$ cat config.mk
export PLATFORM = sky130hd
export DESIGN_NAME = tbecu_front
export DESIGN_NICKNAME = d
export VERILOG_FILES = /design/src/hw/rtl/tbecu_pkg.sv /design/src/hw/rtl/tbecu_front.sv
export SDC_FILE = /design/constraint.sdc
export NUM_CORES = 1
export LEC_CHECK = 0
export BUFFER_PORTS_ARGS = -buffer_cell sky130_fd_sc_hd__buf_2
export CAP_MARGIN = 20
export CORE_ASPECT_RATIO = 1.2
export CORE_UTILIZATION = 40
export DETAILED_ROUTE_END_ITERATION = 10
export GPL_TIMING_DRIVEN = 0
export PLACE_DENSITY = 0.63
export SLEW_MARGIN = 20
export SYNTH_ARGS = -nofsm -noshare
export SYNTH_HDL_FRONTEND = slang
export SYNTH_SLANG_ARGS = --single-unit
$ cat constraint.sdc
create_clock -name vclk -period 11.3
set_input_delay 0.565 -clock vclk [all_inputs]
set_output_delay 0.565 -clock vclk [all_outputs]
set_load 0.01 [all_outputs]
$ cat src/hw/rtl/tbecu_pkg.sv
`timescale 1ns / 1ps

package tbecu_pkg;

  localparam int KNOTS      = 9;
  localparam int LEVELS     = 15;
  localparam int KNOT_IW    = 4;
  localparam int SPEED_W    = 7;
  localparam int DIST_W     = 24;
  localparam int IDX_W      = 4;
  localparam int VEL_W      = 7;
  localparam int UM_W       = 21;
  localparam int NUM_W      = 28;
  localparam int TICK_W     = 25;
  localparam int STOP_W     = 11;
  localparam int UNC_W      = 9;
  localparam int BRAKE_W    = 12;
  localparam int SET_NUM_W  = 16;
  localparam int SETTLE_W   = 10;
  localparam int WD_W       = 7;
  localparam int DIV_LANES  = 5;

  localparam int LANE_NOM   = 0;
  localparam int LANE_FAST  = 1;
  localparam int LANE_SLOW  = 2;
  localparam int LANE_MEAS  = 3;
  localparam int LANE_FLR   = 4;

  localparam logic [SPEED_W-1:0] SPEED_MAX  = 7'd120;
  localparam logic [SPEED_W-1:0] SPEED_SLOW = 7'd20;
  localparam logic [10:0]        IDX_BIAS   = 11'd60;
  localparam logic [10:0]        IDX_STEP   = 11'd120;
  localparam logic [IDX_W-1:0]   IDX_MAX    = 4'(LEVELS - 1);
  localparam logic [UM_W-1:0]    UM_ROUND   = 21'd999;
  localparam int                 MM_SHIFT   = 3;
  localparam int                 MUL_W      = 18;
  localparam logic [MUL_W-1:0]   MM_MUL     = 18'd134218;
  localparam int                 MM_PSHIFT  = 24;
  localparam int                 PROD_W     = 2 * MUL_W;
  localparam logic [UNC_W-1:0]   UNC_MIN    = 9'd250;
  localparam logic [SETTLE_W:0]  SETTLE_ADD = 11'd20;
  localparam logic [WD_W-1:0]    WD_SLOW    = 7'd100;
  localparam logic [WD_W-1:0]    WD_FAST    = 7'd60;

  typedef struct packed {
    logic               speed_valid;
    logic               slow;
    logic [IDX_W-1:0]   idx;
    logic [VEL_W-1:0]   v;
    logic [VEL_W-1:0]   vf;
    logic [VEL_W-1:0]   vs;
    logic [NUM_W-1:0]   dist_num;
    logic [NUM_W-1:0]   meas_num;
    logic [VEL_W-1:0]   meas_span;
    logic [UM_W-1:0]    meas_base;
    logic [NUM_W-1:0]   flr_num;
    logic [VEL_W-1:0]   flr_span;
    logic [UM_W-1:0]    flr_base;
  } item_t;

  typedef struct packed {
    logic               speed_valid;
    logic               slow;
    logic [IDX_W-1:0]   idx;
    logic [VEL_W-1:0]   v;
    logic [VEL_W-1:0]   vf;
    logic [VEL_W-1:0]   vs;
    logic [UM_W-1:0]    meas_base;
    logic [UM_W-1:0]    flr_base;
  } tag1_t;

  typedef struct packed {
    logic               speed_valid;
    logic               slow;
    logic [IDX_W-1:0]   idx;
    logic [VEL_W-1:0]   v;
    logic [VEL_W-1:0]   vf;
    logic [TICK_W-1:0]  nom_ticks;
    logic [TICK_W-1:0]  fast_ticks;
    logic [TICK_W-1:0]  slow_ticks;
    logic [STOP_W-1:0]  stop;
    logic [UNC_W-1:0]   unc;
    logic [BRAKE_W-1:0] brake;
  } tag2_t;

  function automatic logic [VEL_W-1:0] vel_lut(input logic [IDX_W-1:0] i);
    logic [VEL_W-1:0] r;
    case (i)
      4'd1:    r = 7'd12;
      4'd2:    r = 7'd18;
      4'd3:    r = 7'd24;
      4'd4:    r = 7'd31;
      4'd5:    r = 7'd38;
      4'd6:    r = 7'd45;
      4'd7:    r = 7'd52;
      4'd8:    r = 7'd59;
      4'd9:    r = 7'd66;
      4'd10:   r = 7'd73;
      4'd11:   r = 7'd80;
      4'd12:   r = 7'd87;
      4'd13:   r = 7'd94;
      4'd14:   r = 7'd101;
      default: r = 7'd0;
    endcase
    return r;
  endfunction

  function automatic logic [VEL_W-1:0] vf_lut(input logic [IDX_W-1:0] i);
    logic [VEL_W-1:0] r;
    case (i)
      4'd1:    r = 7'd15;
      4'd2:    r = 7'd22;
      4'd3:    r = 7'd29;
      4'd4:    r = 7'd38;
      4'd5:    r = 7'd46;
      4'd6:    r = 7'd54;
      4'd7:    r = 7'd63;
      4'd8:    r = 7'd71;
      4'd9:    r = 7'd80;
      4'd10:   r = 7'd88;
      4'd11:   r = 7'd96;
      4'd12:   r = 7'd105;
      4'd13:   r = 7'd113;
      4'd14:   r = 7'd122;
      default: r = 7'd0;
    endcase
    return r;
  endfunction

  function automatic logic [VEL_W-1:0] meas_knot(input logic [KNOT_IW-1:0] j);
    logic [VEL_W-1:0] r;
    case (j)
      4'd1:    r = 7'd20;
      4'd2:    r = 7'd40;
      4'd3:    r = 7'd60;
      4'd4:    r = 7'd70;
      4'd5:    r = 7'd80;
      4'd6:    r = 7'd90;
      4'd7:    r = 7'd100;
      4'd8:    r = 7'd120;
      default: r = 7'd0;
    endcase
    return r;
  endfunction

  function automatic logic [UM_W-1:0] meas_val(input logic [KNOT_IW-1:0] j);
    logic [UM_W-1:0] r;
    case (j)
      4'd1:    r = 21'd50000;
      4'd2:    r = 21'd110000;
      4'd3:    r = 21'd240000;
      4'd4:    r = 21'd390000;
      4'd5:    r = 21'd530000;
      4'd6:    r = 21'd740000;
      4'd7:    r = 21'd875000;
      4'd8:    r = 21'd1435000;
      default: r = 21'd0;
    endcase
    return r;
  endfunction

  function automatic logic [VEL_W-1:0] flr_knot(input logic [KNOT_IW-1:0] j);
    logic [VEL_W-1:0] r;
    case (j)
      4'd1:    r = 7'd14;
      4'd2:    r = 7'd20;
      4'd3:    r = 7'd30;
      4'd4:    r = 7'd40;
      4'd5:    r = 7'd60;
      4'd6:    r = 7'd80;
      4'd7:    r = 7'd100;
      4'd8:    r = 7'd120;
      default: r = 7'd0;
    endcase
    return r;
  endfunction

  function automatic logic [UM_W-1:0] flr_val(input logic [KNOT_IW-1:0] j);
    logic [UM_W-1:0] r;
    case (j)
      4'd1:    r = 21'd38100;
      4'd2:    r = 21'd50800;
      4'd3:    r = 21'd63500;
      4'd4:    r = 21'd127000;
      4'd5:    r = 21'd342900;
      4'd6:    r = 21'd812800;
      4'd7:    r = 21'd1168400;
      4'd8:    r = 21'd1524000;
      default: r = 21'd0;
    endcase
    return r;
  endfunction

endpackage

$ cat src/hw/rtl/tbecu_front.sv
`timescale 1ns / 1ps

module tbecu_front (
  input  logic [tbecu_pkg::SPEED_W-1:0] speed,
  input  logic [tbecu_pkg::DIST_W-1:0]  travel_mm,
  output tbecu_pkg::item_t              item
);

  logic                          in_range;
  logic [10:0]                   s14;
  logic [tbecu_pkg::IDX_W-1:0]   cnt;
  logic [tbecu_pkg::IDX_W-1:0]   idx;
  logic [tbecu_pkg::KNOT_IW-1:0] m_up, f_up, m_lo, f_lo;
  logic [tbecu_pkg::UM_W-1:0]    m_delta, f_delta;
  logic [tbecu_pkg::VEL_W-1:0]   m_off, f_off, v;
  tbecu_pkg::item_t              it;

  always_comb begin
    in_range = (speed != '0) && (speed <= tbecu_pkg::SPEED_MAX);
    s14 = ({4'b0, speed} << 4) - ({4'b0, speed} << 1) + tbecu_pkg::IDX_BIAS;
    cnt = '0;
    for (int k = 1; k < tbecu_pkg::LEVELS; k++) begin
      if (s14 >= 11'(k) * tbecu_pkg::IDX_STEP) cnt = cnt + 4'd1;
    end
    idx = (cnt == '0) ? 4'd1 : ((cnt > tbecu_pkg::IDX_MAX) ? tbecu_pkg::IDX_MAX : cnt);
    v = tbecu_pkg::vel_lut(idx);

    m_up = 4'(tbecu_pkg::KNOTS - 1);
    f_up = 4'(tbecu_pkg::KNOTS - 1);
    for (int j = tbecu_pkg::KNOTS - 2; j >= 1; j--) begin
      if (speed <= tbecu_pkg::meas_knot(4'(j))) m_up = 4'(j);
      if (speed <= tbecu_pkg::flr_knot(4'(j))) f_up = 4'(j);
    end
    m_lo = m_up - 4'd1;
    f_lo = f_up - 4'd1;
    m_off = speed - tbecu_pkg::meas_knot(m_lo);
    f_off = speed - tbecu_pkg::flr_knot(f_lo);
    m_delta = tbecu_pkg::meas_val(m_up) - tbecu_pkg::meas_val(m_lo);
    f_delta = tbecu_pkg::flr_val(f_up) - tbecu_pkg::flr_val(f_lo);

    it.speed_valid = 1'b1;
    it.slow        = (speed <= tbecu_pkg::SPEED_SLOW);
    it.idx         = idx;
    it.v           = v;
    it.vf          = tbecu_pkg::vf_lut(idx);
    it.vs          = (v[tbecu_pkg::VEL_W-1:1] == '0) ? 7'd1 : {1'b0, v[tbecu_pkg::VEL_W-1:1]};
    it.dist_num    = ({4'b0, travel_mm} << 3) + ({4'b0, travel_mm} << 1);
    it.meas_num    = {7'b0, m_delta} * {21'b0, m_off};
    it.meas_span   = tbecu_pkg::meas_knot(m_up) - tbecu_pkg::meas_knot(m_lo);
    it.meas_base   = tbecu_pkg::meas_val(m_lo);
    it.flr_num     = {7'b0, f_delta} * {21'b0, f_off};
    it.flr_span    = tbecu_pkg::flr_knot(f_up) - tbecu_pkg::flr_knot(f_lo);
    it.flr_base    = tbecu_pkg::flr_val(f_lo);

    if (!in_range) begin
      it = '0;
      it.v = 7'd1;
      it.vf = 7'd1;
      it.vs = 7'd1;
      it.meas_span = 7'd1;
      it.flr_span = 7'd1;
    end
    item = it;
  end

endmodule

==> metrics.txt <==
core area 37100 um^2; Slew Limit Headroom 35.7%; gpl congestion approximately 0.93; Ports ~200; top-count cell post-synth nand2_1; DRT iter0 DRCs 745; top-area cell type share of the netlist area ~22%; DRC Markers 8; library cells used by synthesis 85; global-route wire length before repair 73000 um; antenna violations before repair 0; Max stage delay cell, worst path or4b_4; total inserted antenna cells 0; fin cells approximately 2800; Synth top cells by count nand2_1, inv_1, ha_1, nor2_1, fa_1; routed length per placed instance 16.0 um; # nets final 2746; Netlist Area Pre-Place 15200 um^2; Total GRT Usage 22.7%; Synth area leaders fa_1, ha_1, nand2_1; fin crit period 10910 ps; sequential standard cell area 0 um^2; CP endpoint kind output port; post-synthesis sequential area ratio 0%; Post-DP HPWL 36700 um; cts hold-fix bufs 0; I/O Buffers 184; Critical Path Max Stage Delay ~540 ps; fmax 91.7 MHz; die span in y 215 um; Seq cells 0; crit path kind primary input to output port; synth warn 0; worst path arrival time 10350 ps; outcome complete, but fails checks; clock buffer count 0; Initial Util 40.9%; vias per cell roughly 5.3; worst setup path end item[140]; Worst setup SP type primary input; Routed WL 44800 um; die footprint 38700 um^2; Synth Area per Inst 7.33 um^2; Hold Path Class primary input to output port; DRT Pass-1 Iters 8; layout cell share with drive strength beyond 1 about a fifth; critical path fanouts, max 8; dpl cells about 2700; Synth Instances 2072; Req. time, crit path 10740 ps; CP most frequent cell ha_1; remaining antenna violation count 0; vias in the first global route 14800; Max-cap violations 0; setup tns final 0 ps; pin count of the biggest net entering global routing 14; die width 180 um; failing checks design-rule violations; Syn-to-layout area delta 19.0%; Hold Fails Final Rpt 0; cell taking the most area after synthesis fa_1; Worst Setup SP speed[6]; final worst path period share 96.6%; Cell Rows 77; vias 14900; Slew @ Worst Pin 964 ps; Final setup viols 0; gr ovfl total 0; max-slew violations 0
layer usage:
metal	wire, um	part of all wire, %	track usage [%]
met5	0	0	0
met3	1550	3.5	0.591
met4	1070	2.4	5.57
met2	22700	51	41.6
met1	19500	43	29.4
worst max-delay path, delay by kind of cell:
kind                     cells  cell delay [ps]
AND/OR/NAND/NOR             14             3140
adder cells (fa/ha/maj)      9             2250
buffers and inverters       13             1540
XOR/XNOR                     7             1200
AO/OA/AOI/OAI                7             1150
multiplexers                 2              470
cell type report:
type | instances | area [um^2]
Inverter | 263 | 1020
Tap cell | 474 | 593
Timing Repair Buffer | 245 | 1400
Buffer | 76 | 462
Multi-Input combinational cell | 1737 | 14600
Fill cell | 3782 | 19000
what timing repair did:
item                       in CTS  in global routing
pin swaps                      20                 47
setup endpoints to repair      53                 42
resized for setup              93                151
hold endpoints to repair        0                  0
setup buffers                  28                 33
through the flow:
step	util, %	setup slack (ps)	hold WS [ps]	instance area (um^2)
after floorplan	-	116	1230	15200
after global placement	45.2	-1710	1450	16800
after detailed placement	45.2	-1850	1450	16800
after CTS	46.8	0.322	1450	17400
after global routing	48.7	-144	1470	18100
final	48.7	389	1450	18100
layout by cell type (no fill, tap or decap), drive strengths merged, types with 5 or more instances in the layout:
cell,count
a211oi,12
a21boi,21
a21o,34
a21oi,120
a31oi,12
a32oi,5
and2,74
and3,15
buf,282
clkbuf,39
clkinvlp,7
conb,15
fa,170
ha,222
inv,255
mux2,5
mux2i,14
nand2,292
nand2b,52
nand3,28
nor2,214
nor2b,31
nor3,47
o211ai,7
o21a,16
o21ai,90
o21bai,10
o31a,5
o31ai,10
or2,11
or3,7
xnor2,80
xor2,46
kinds of logic (layout without fill, tap and decap cells):
group                      Yosys count  after routing  share of synthesized area, %
adders and majority gates          392            392                          40.7
other                                2             15                        0.0495
muxes                               19             19                          1.29
buffers and inverters              348            584                          9.39
AOI/OAI and AO/OA                  388            388                          16.5
xor gates and xnor gates           130            130                          7.99
and+or+nand+nor                    793            793                          24.1
how the worst min path moves through the flow:
| stage | slack, ps | depth (start not counted) | startpoint | endpoint |
|---|---|---|---|---|
| floorplan | 1230 | 2 | travel_mm[22] | item[139] |
| global placement | 1450 | 3 | travel_mm[0] | item[113] |
| detailed placement | 1450 | 3 | travel_mm[0] | item[113] |
| CTS | 1450 | 3 | travel_mm[0] | item[113] |
| global route | 1470 | 3 | travel_mm[0] | item[113] |
| finish | 1450 | 3 | travel_mm[0] | item[113] |
Power is not shown: default switching activity piles up to over one toggle a cycle in this logic, so the estimate is an artifact.
