[src/hw/rtl/tbecu_pkg.sv]
`timescale 1ns / 1ps

package tbecu_pkg;

  localparam int KNOTS      = 9;
  localparam int LEVELS     = 15;
  localparam int KNOT_IW    = 4;
  localparam int SPEED_W    = 7;
  localparam int DIST_W     = 24;
  localparam int IDX_W      = 4;
  localparam int VEL_W      = 7;
  localparam int UM_W       = 21;
  localparam int NUM_W      = 28;
  localparam int TICK_W     = 25;
  localparam int STOP_W     = 11;
  localparam int UNC_W      = 9;
  localparam int BRAKE_W    = 12;
  localparam int SET_NUM_W  = 16;
  localparam int SETTLE_W   = 10;
  localparam int WD_W       = 7;
  localparam int DIV_LANES  = 5;

  localparam int LANE_NOM   = 0;
  localparam int LANE_FAST  = 1;
  localparam int LANE_SLOW  = 2;
  localparam int LANE_MEAS  = 3;
  localparam int LANE_FLR   = 4;

  localparam logic [SPEED_W-1:0] SPEED_MAX  = 7'd120;
  localparam logic [SPEED_W-1:0] SPEED_SLOW = 7'd20;
  localparam logic [10:0]        IDX_BIAS   = 11'd60;
  localparam logic [10:0]        IDX_STEP   = 11'd120;
  localparam logic [IDX_W-1:0]   IDX_MAX    = 4'(LEVELS - 1);
  localparam logic [UM_W-1:0]    UM_ROUND   = 21'd999;
  localparam int                 MM_SHIFT   = 3;
  localparam int                 MUL_W      = 18;
  localparam logic [MUL_W-1:0]   MM_MUL     = 18'd134218;
  localparam int                 MM_PSHIFT  = 24;
  localparam int                 PROD_W     = 2 * MUL_W;
  localparam logic [UNC_W-1:0]   UNC_MIN    = 9'd250;
  localparam logic [SETTLE_W:0]  SETTLE_ADD = 11'd20;
  localparam logic [WD_W-1:0]    WD_SLOW    = 7'd100;
  localparam logic [WD_W-1:0]    WD_FAST    = 7'd60;

  typedef struct packed {
    logic               speed_valid;
    logic               slow;
    logic [IDX_W-1:0]   idx;
    logic [VEL_W-1:0]   v;
    logic [VEL_W-1:0]   vf;
    logic [VEL_W-1:0]   vs;
    logic [NUM_W-1:0]   dist_num;
    logic [NUM_W-1:0]   meas_num;
    logic [VEL_W-1:0]   meas_span;
    logic [UM_W-1:0]    meas_base;
    logic [NUM_W-1:0]   flr_num;
    logic [VEL_W-1:0]   flr_span;
    logic [UM_W-1:0]    flr_base;
  } item_t;

  typedef struct packed {
    logic               speed_valid;
    logic               slow;
    logic [IDX_W-1:0]   idx;
    logic [VEL_W-1:0]   v;
    logic [VEL_W-1:0]   vf;
    logic [VEL_W-1:0]   vs;
    logic [UM_W-1:0]    meas_base;
    logic [UM_W-1:0]    flr_base;
  } tag1_t;

  typedef struct packed {
    logic               speed_valid;
    logic               slow;
    logic [IDX_W-1:0]   idx;
    logic [VEL_W-1:0]   v;
    logic [VEL_W-1:0]   vf;
    logic [TICK_W-1:0]  nom_ticks;
    logic [TICK_W-1:0]  fast_ticks;
    logic [TICK_W-1:0]  slow_ticks;
    logic [STOP_W-1:0]  stop;
    logic [UNC_W-1:0]   unc;
    logic [BRAKE_W-1:0] brake;
  } tag2_t;

  function automatic logic [VEL_W-1:0] vel_lut(input logic [IDX_W-1:0] i);
    logic [VEL_W-1:0] r;
    case (i)
      4'd1:    r = 7'd12;
      4'd2:    r = 7'd18;
      4'd3:    r = 7'd24;
      4'd4:    r = 7'd31;
      4'd5:    r = 7'd38;
      4'd6:    r = 7'd45;
      4'd7:    r = 7'd52;
      4'd8:    r = 7'd59;
      4'd9:    r = 7'd66;
      4'd10:   r = 7'd73;
      4'd11:   r = 7'd80;
      4'd12:   r = 7'd87;
      4'd13:   r = 7'd94;
      4'd14:   r = 7'd101;
      default: r = 7'd0;
    endcase
    return r;
  endfunction

  function automatic logic [VEL_W-1:0] vf_lut(input logic [IDX_W-1:0] i);
    logic [VEL_W-1:0] r;
    case (i)
      4'd1:    r = 7'd15;
      4'd2:    r = 7'd22;
      4'd3:    r = 7'd29;
      4'd4:    r = 7'd38;
      4'd5:    r = 7'd46;
      4'd6:    r = 7'd54;
      4'd7:    r = 7'd63;
      4'd8:    r = 7'd71;
      4'd9:    r = 7'd80;
      4'd10:   r = 7'd88;
      4'd11:   r = 7'd96;
      4'd12:   r = 7'd105;
      4'd13:   r = 7'd113;
      4'd14:   r = 7'd122;
      default: r = 7'd0;
    endcase
    return r;
  endfunction

  function automatic logic [VEL_W-1:0] meas_knot(input logic [KNOT_IW-1:0] j);
    logic [VEL_W-1:0] r;
    case (j)
      4'd1:    r = 7'd20;
      4'd2:    r = 7'd40;
      4'd3:    r = 7'd60;
      4'd4:    r = 7'd70;
      4'd5:    r = 7'd80;
      4'd6:    r = 7'd90;
      4'd7:    r = 7'd100;
      4'd8:    r = 7'd120;
      default: r = 7'd0;
    endcase
    return r;
  endfunction

  function automatic logic [UM_W-1:0] meas_val(input logic [KNOT_IW-1:0] j);
    logic [UM_W-1:0] r;
    case (j)
      4'd1:    r = 21'd50000;
      4'd2:    r = 21'd110000;
      4'd3:    r = 21'd240000;
      4'd4:    r = 21'd390000;
      4'd5:    r = 21'd530000;
      4'd6:    r = 21'd740000;
      4'd7:    r = 21'd875000;
      4'd8:    r = 21'd1435000;
      default: r = 21'd0;
    endcase
    return r;
  endfunction

  function automatic logic [VEL_W-1:0] flr_knot(input logic [KNOT_IW-1:0] j);
    logic [VEL_W-1:0] r;
    case (j)
      4'd1:    r = 7'd14;
      4'd2:    r = 7'd20;
      4'd3:    r = 7'd30;
      4'd4:    r = 7'd40;
      4'd5:    r = 7'd60;
      4'd6:    r = 7'd80;
      4'd7:    r = 7'd100;
      4'd8:    r = 7'd120;
      default: r = 7'd0;
    endcase
    return r;
  endfunction

  function automatic logic [UM_W-1:0] flr_val(input logic [KNOT_IW-1:0] j);
    logic [UM_W-1:0] r;
    case (j)
      4'd1:    r = 21'd38100;
      4'd2:    r = 21'd50800;
      4'd3:    r = 21'd63500;
      4'd4:    r = 21'd127000;
      4'd5:    r = 21'd342900;
      4'd6:    r = 21'd812800;
      4'd7:    r = 21'd1168400;
      4'd8:    r = 21'd1524000;
      default: r = 21'd0;
    endcase
    return r;
  endfunction

endpackage

[src/hw/rtl/tbecu_queue.sv]
`timescale 1ns / 1ps

module tbecu_queue (
  input  logic             clk,
  input  logic             rst_n,
  input  logic             push,
  input  tbecu_pkg::item_t push_item,
  output logic             full,
  output logic             pop_vld,
  output tbecu_pkg::item_t pop_item
);

  tbecu_pkg::item_t ents_r [2];
  logic             wr_ptr_r, wr_ptr_nxt;
  logic             rd_ptr_r, rd_ptr_nxt;
  logic [1:0]       cnt_r, cnt_nxt;
  logic             pop;

  always_comb begin
    full = (cnt_r == 2'd2);
    pop = (cnt_r != 2'd0);
    pop_vld = pop;
    pop_item = ents_r[rd_ptr_r];
    wr_ptr_nxt = wr_ptr_r ^ push;
    rd_ptr_nxt = rd_ptr_r ^ pop;
    cnt_nxt = cnt_r + {1'b0, push} - {1'b0, pop};
  end

  always_ff @(posedge clk) begin
    if (!rst_n) begin
      wr_ptr_r <= 1'b0;
      rd_ptr_r <= 1'b0;
      cnt_r <= 2'd0;
    end else begin
      wr_ptr_r <= wr_ptr_nxt;
      rd_ptr_r <= rd_ptr_nxt;
      cnt_r <= cnt_nxt;
    end
  end

  always_ff @(posedge clk) begin
    if (push) begin
      ents_r[wr_ptr_r] <= push_item;
    end
  end

endmodule

[config.mk]
export PLATFORM = sky130hd
export DESIGN_NAME = tbecu_queue
export DESIGN_NICKNAME = d
export VERILOG_FILES = /design/src/hw/rtl/tbecu_pkg.sv /design/src/hw/rtl/tbecu_queue.sv
export SDC_FILE = /design/constraint.sdc
export NUM_CORES = 1
export LEC_CHECK = 0
export ABC_AREA = 1
export BUFFER_PORTS_ARGS = -buffer_cell sky130_fd_sc_hd__clkbuf_2
export CAP_MARGIN = 20
export CORE_ASPECT_RATIO = 0.9
export CORE_MARGIN = 2
export CORE_UTILIZATION = 48
export CTS_BUF_LIST = sky130_fd_sc_hd__clkbuf_16
export CTS_CLUSTER_SIZE = 20
export DETAILED_ROUTE_END_ITERATION = 10
export GPL_TIMING_DRIVEN = 0
export PLACE_DENSITY = 0.79
export SYNTH_ARGS = -nofsm -noshare
export SYNTH_HDL_FRONTEND = slang
export SYNTH_SLANG_ARGS = --single-unit
[constraint.sdc]
create_clock -name clk -period 6.4 [get_ports clk]
set_input_delay 1.92 -clock clk [delete_from_list [all_inputs] [get_ports clk]]
set_output_delay 1.92 -clock clk [all_outputs]
set_load 0.02 [all_outputs]
==> summary.md <==
| Metric | Value |
|---|---|
| VDD IR max | slightly above 0.0003 V |
| LEAKAGE | between 6 and 7 nW |
| GRT Total Usage | 0.201 |
| Post-synth cell types | 15 |
| # Post-CTS Setup Buffers | 0 |
| Via count | around 8,000 |
| Critical Path RT | about 4500 ps |
| Number of global-route vias before repair | 8,186 |
| Fillcell total | 2,061 |
| Cells on Worst Hold Path | 3 |
| Final Max Tran Viols | 0 |
| Clk slew on worst S/H paths | approximately 60 ps |
| Crit path time final | approximately 3900 ps |
| Placed inst area | 0.0152 mm² |
| Count of warnings emitted by yosys | 0 |
| Via density | slightly below 5 |
| Htree depth | 2 |
| Die Ht | 160 µm |
| PortBufs | 338 |
| Slew @ Worst Pin | slightly above 800 ps |
| CTS Buf Count | 35 |
| Synth top area cells | edfxtp_1 (77%), o21ai_2 (5.4%), inv_1 (5.0%), nand2_1 (4.9%), o21ai_0 (2.1%) |
| Antenna-violating nets left | 0 |
| Final Cycle Share | 0.610 |
| Hold buffers post-CTS | 0 |
| CP startpoint kind | flop |
| CP max stage delay | around 500 ps |
| Synth Cell Area | about 0.013 mm² |
| FF-to-FF path depth | 3 |
| Post-Synth Simple-Gate Area | 0.0521 |
| Hold WS | between 500 and 600 ps |
| Area share of xor/xnor cells in the synthesized design | 0 |
| Hold path startpoint | rd_ptr_r$_SDFF_PN0_ |
| Layout net count | about 1,500 |
| Compound-Gate Fraction of Synth Area | 0.0879 |
| Avg Cell Area, Syn | around 14 µm² |
| Die width | roughly 180 µm |
| Syn nets | 1,073 |
| First-pass GRT wire length | 43,400 µm |
| CP max stage cell | o21ai_0 |
| Synth Area in Adders | 0.00289 |
| TritonCTS clock tree | built |
| Outcome | finished, final reports clean |
| Std-Cell Rows | between 50 and 60 |
| Mux cell area share after synthesis | 0 |
| Largest net degree at the start of global routing | between 60 and 70 |
| Initial DRC Count | approximately 510 |
| Final hold violations | 0 |
| Setup CP Type | reg2out |
| Syn Inst Count | 900 |
| Drt wl/cell | roughly 18 µm |
| Largest area contributor in the netlist | edfxtp_1 |
| Clock Tree Root | clkbuf_16 |
| Tot Pwr | slightly above 5 mW |
| Origin of the critical flop-to-flop path | wr_ptr_r$_SDFF_PN0_ |
| # IOs | between 300 and 400 |
| Initial Util | 0.484 |
| CTS max path bufs | 3 |
| Final HPWL DP | 19,800 µm |
| TritonRoute pass-1 iters | 6 |
| Largest family of logic cells by synthesized area | compound AO/OA/AOI/OAI gates |
| Initial antenna violation count | 2 |
| Layout cell share with drive strength beyond 1 | 0.385 |
| F_max | approximately 260 MHz |
| GRT overflow | 0 |
| Die area | 0.0284 mm² |
| Most common cell after layout, fill and taps aside | clkbuf_2 |
| Post-CTS Resized | 0 |
| Commonest non-fill, non-tap cells in the layout | clkbuf_2 (338), edfxtp_1 (334), inv_1 (179) |
| Hold Crit Class | reg2reg |
| Clk_lat worst skew | about 500 ps |
| Final instance area | ~0.016 mm² |
| Drt drc | 0 |
| FF+latch count, synth | roughly 340 |
| CTS sink count | about 340 |
| Crit path arrival time | 1990 ps |
| Final setup skew | 6.02 ps |
| Worst R2R End | ents_r[0][129]$_DFFE_PP_ |
| Largest fanout on the critical path | 10 |
| Relative slew slack | 0.464 |
| Max-cap violations | 0 |
| Critical-path cell list | buf_6 > clkbuf_1 > o21ai_0 > clkbuf_2 |
| Top-area cell type share of the netlist area | 0.773 |
| Seq/Total Area, Yosys | 0.780 |
| Unrepaired setup endpoints after global routing | false |
| P&R area growth vs syn | 25.9% |
| Routed WL | 29,100 µm |
| Cell Pwr Density | approximately 320 mW/mm² |
| Core area | 0.0268 mm² |
| GP Congestion | slightly below 0.8 |
| Flop2flop setup slack | 4540 ps |
| Count of final setup violators | 0 |
| CP Capture Type | primary output |
-- cell families after synthesis --
kind of cell             count (synthesis)
AND/OR/NAND/NOR                        180
buffers and inverters                  210
adder cells (fa/ha/maj)                  3
AO/OA/AOI/OAI                          168
flip-flops                             339
-- worst max path at each step --
| stage | startpoint | to | slack, ps | cells past startpoint |
|---|---|---|---|---|
| floorplan | push | ents_r[0][0]$_DFFE_PP_ | 50 | 1 |
| global placement | push | ents_r[0][146]$_DFFE_PP_ | -2310 | 2 |
| detailed placement | push | ents_r[0][148]$_DFFE_PP_ | 2830 | 3 |
| CTS | flop | pop_item[3] | 2410 | 4 |
| global route | flop | pop_item[3] | 2390 | 4 |
| finish | flop | pop_item[54] | 2490 | 4 |
-- flip-flops by register name, indices dropped and copies added, names as in the netlist, named ones only --
name	flops
rd_ptr_r	1
cnt_r	2
wr_ptr_r	1
ents_r	334
-- layout make-up --
cell class | instances | area, µm² | share of cell area
antenna | 1 | 2.50 | 0.000153
timing repair buffer | 342 | 1800 | 0.110
tap | 354 | 443 | 0.0271
inverter | 173 | 649 | 0.0397
buffer | 37 | 345 | 0.0211
sequential | 339 | 10100 | 0.620
clock buffer | 37 | 926 | 0.0566
multi-input combinational | 351 | 1880 | 0.115
clock inverter | 21 | 169 | 0.0103
-- power by group --
group	switching (mW)	internal, mW
logic	0.427	0.203
clock network	0.792	1.16
registers	0.0297	2.59
-- per-stage QoR --
| stage | utilization | worst slack, ps | setup TNS, ps | std cells |
|---|---|---|---|---|
| after floorplan | - | 48.6 | 0 | 900 |
| after global placement | 0.564 | -2310 | -757500 | 1592 |
| after detailed placement | 0.569 | 2830 | 0 | 1596 |
| after CTS | 0.610 | 2410 | 0 | 1654 |
| after global routing | 0.610 | 2390 | 0 | 1655 |
| final | 0.610 | 2490 | 0 | 1655 |
-- critical path: cells and delay by family, from the launching register on --
kind	cells	cell delay [ps]
AOI/OAI and AO/OA	1	500
DFF	1	300
buffers and inverters	3	670
-- cell usage after synthesis --
library cell and n:
ha_1 3, clkbuf_1 7, buf_8 2, inv_1 173
o21ai_2 80, o21ai_1 32, nand3_1 1, a21oi_1 1
dfxtp_1 5, nor2_1 8, edfxtp_1 334, buf_6 21
nand2_1 171, buf_4 7, o21ai_0 55
-- routing by layer --
metal	up-vias	wire length (µm)	track usage
met4	2	1010	0.0749
li1	3827	-	-
met5	-	11	0
met2	335	14600	0.351
met3	71	2910	0.0679
met1	3806	10600	0.229
Note: power is estimated with default switching activity, not from simulation.
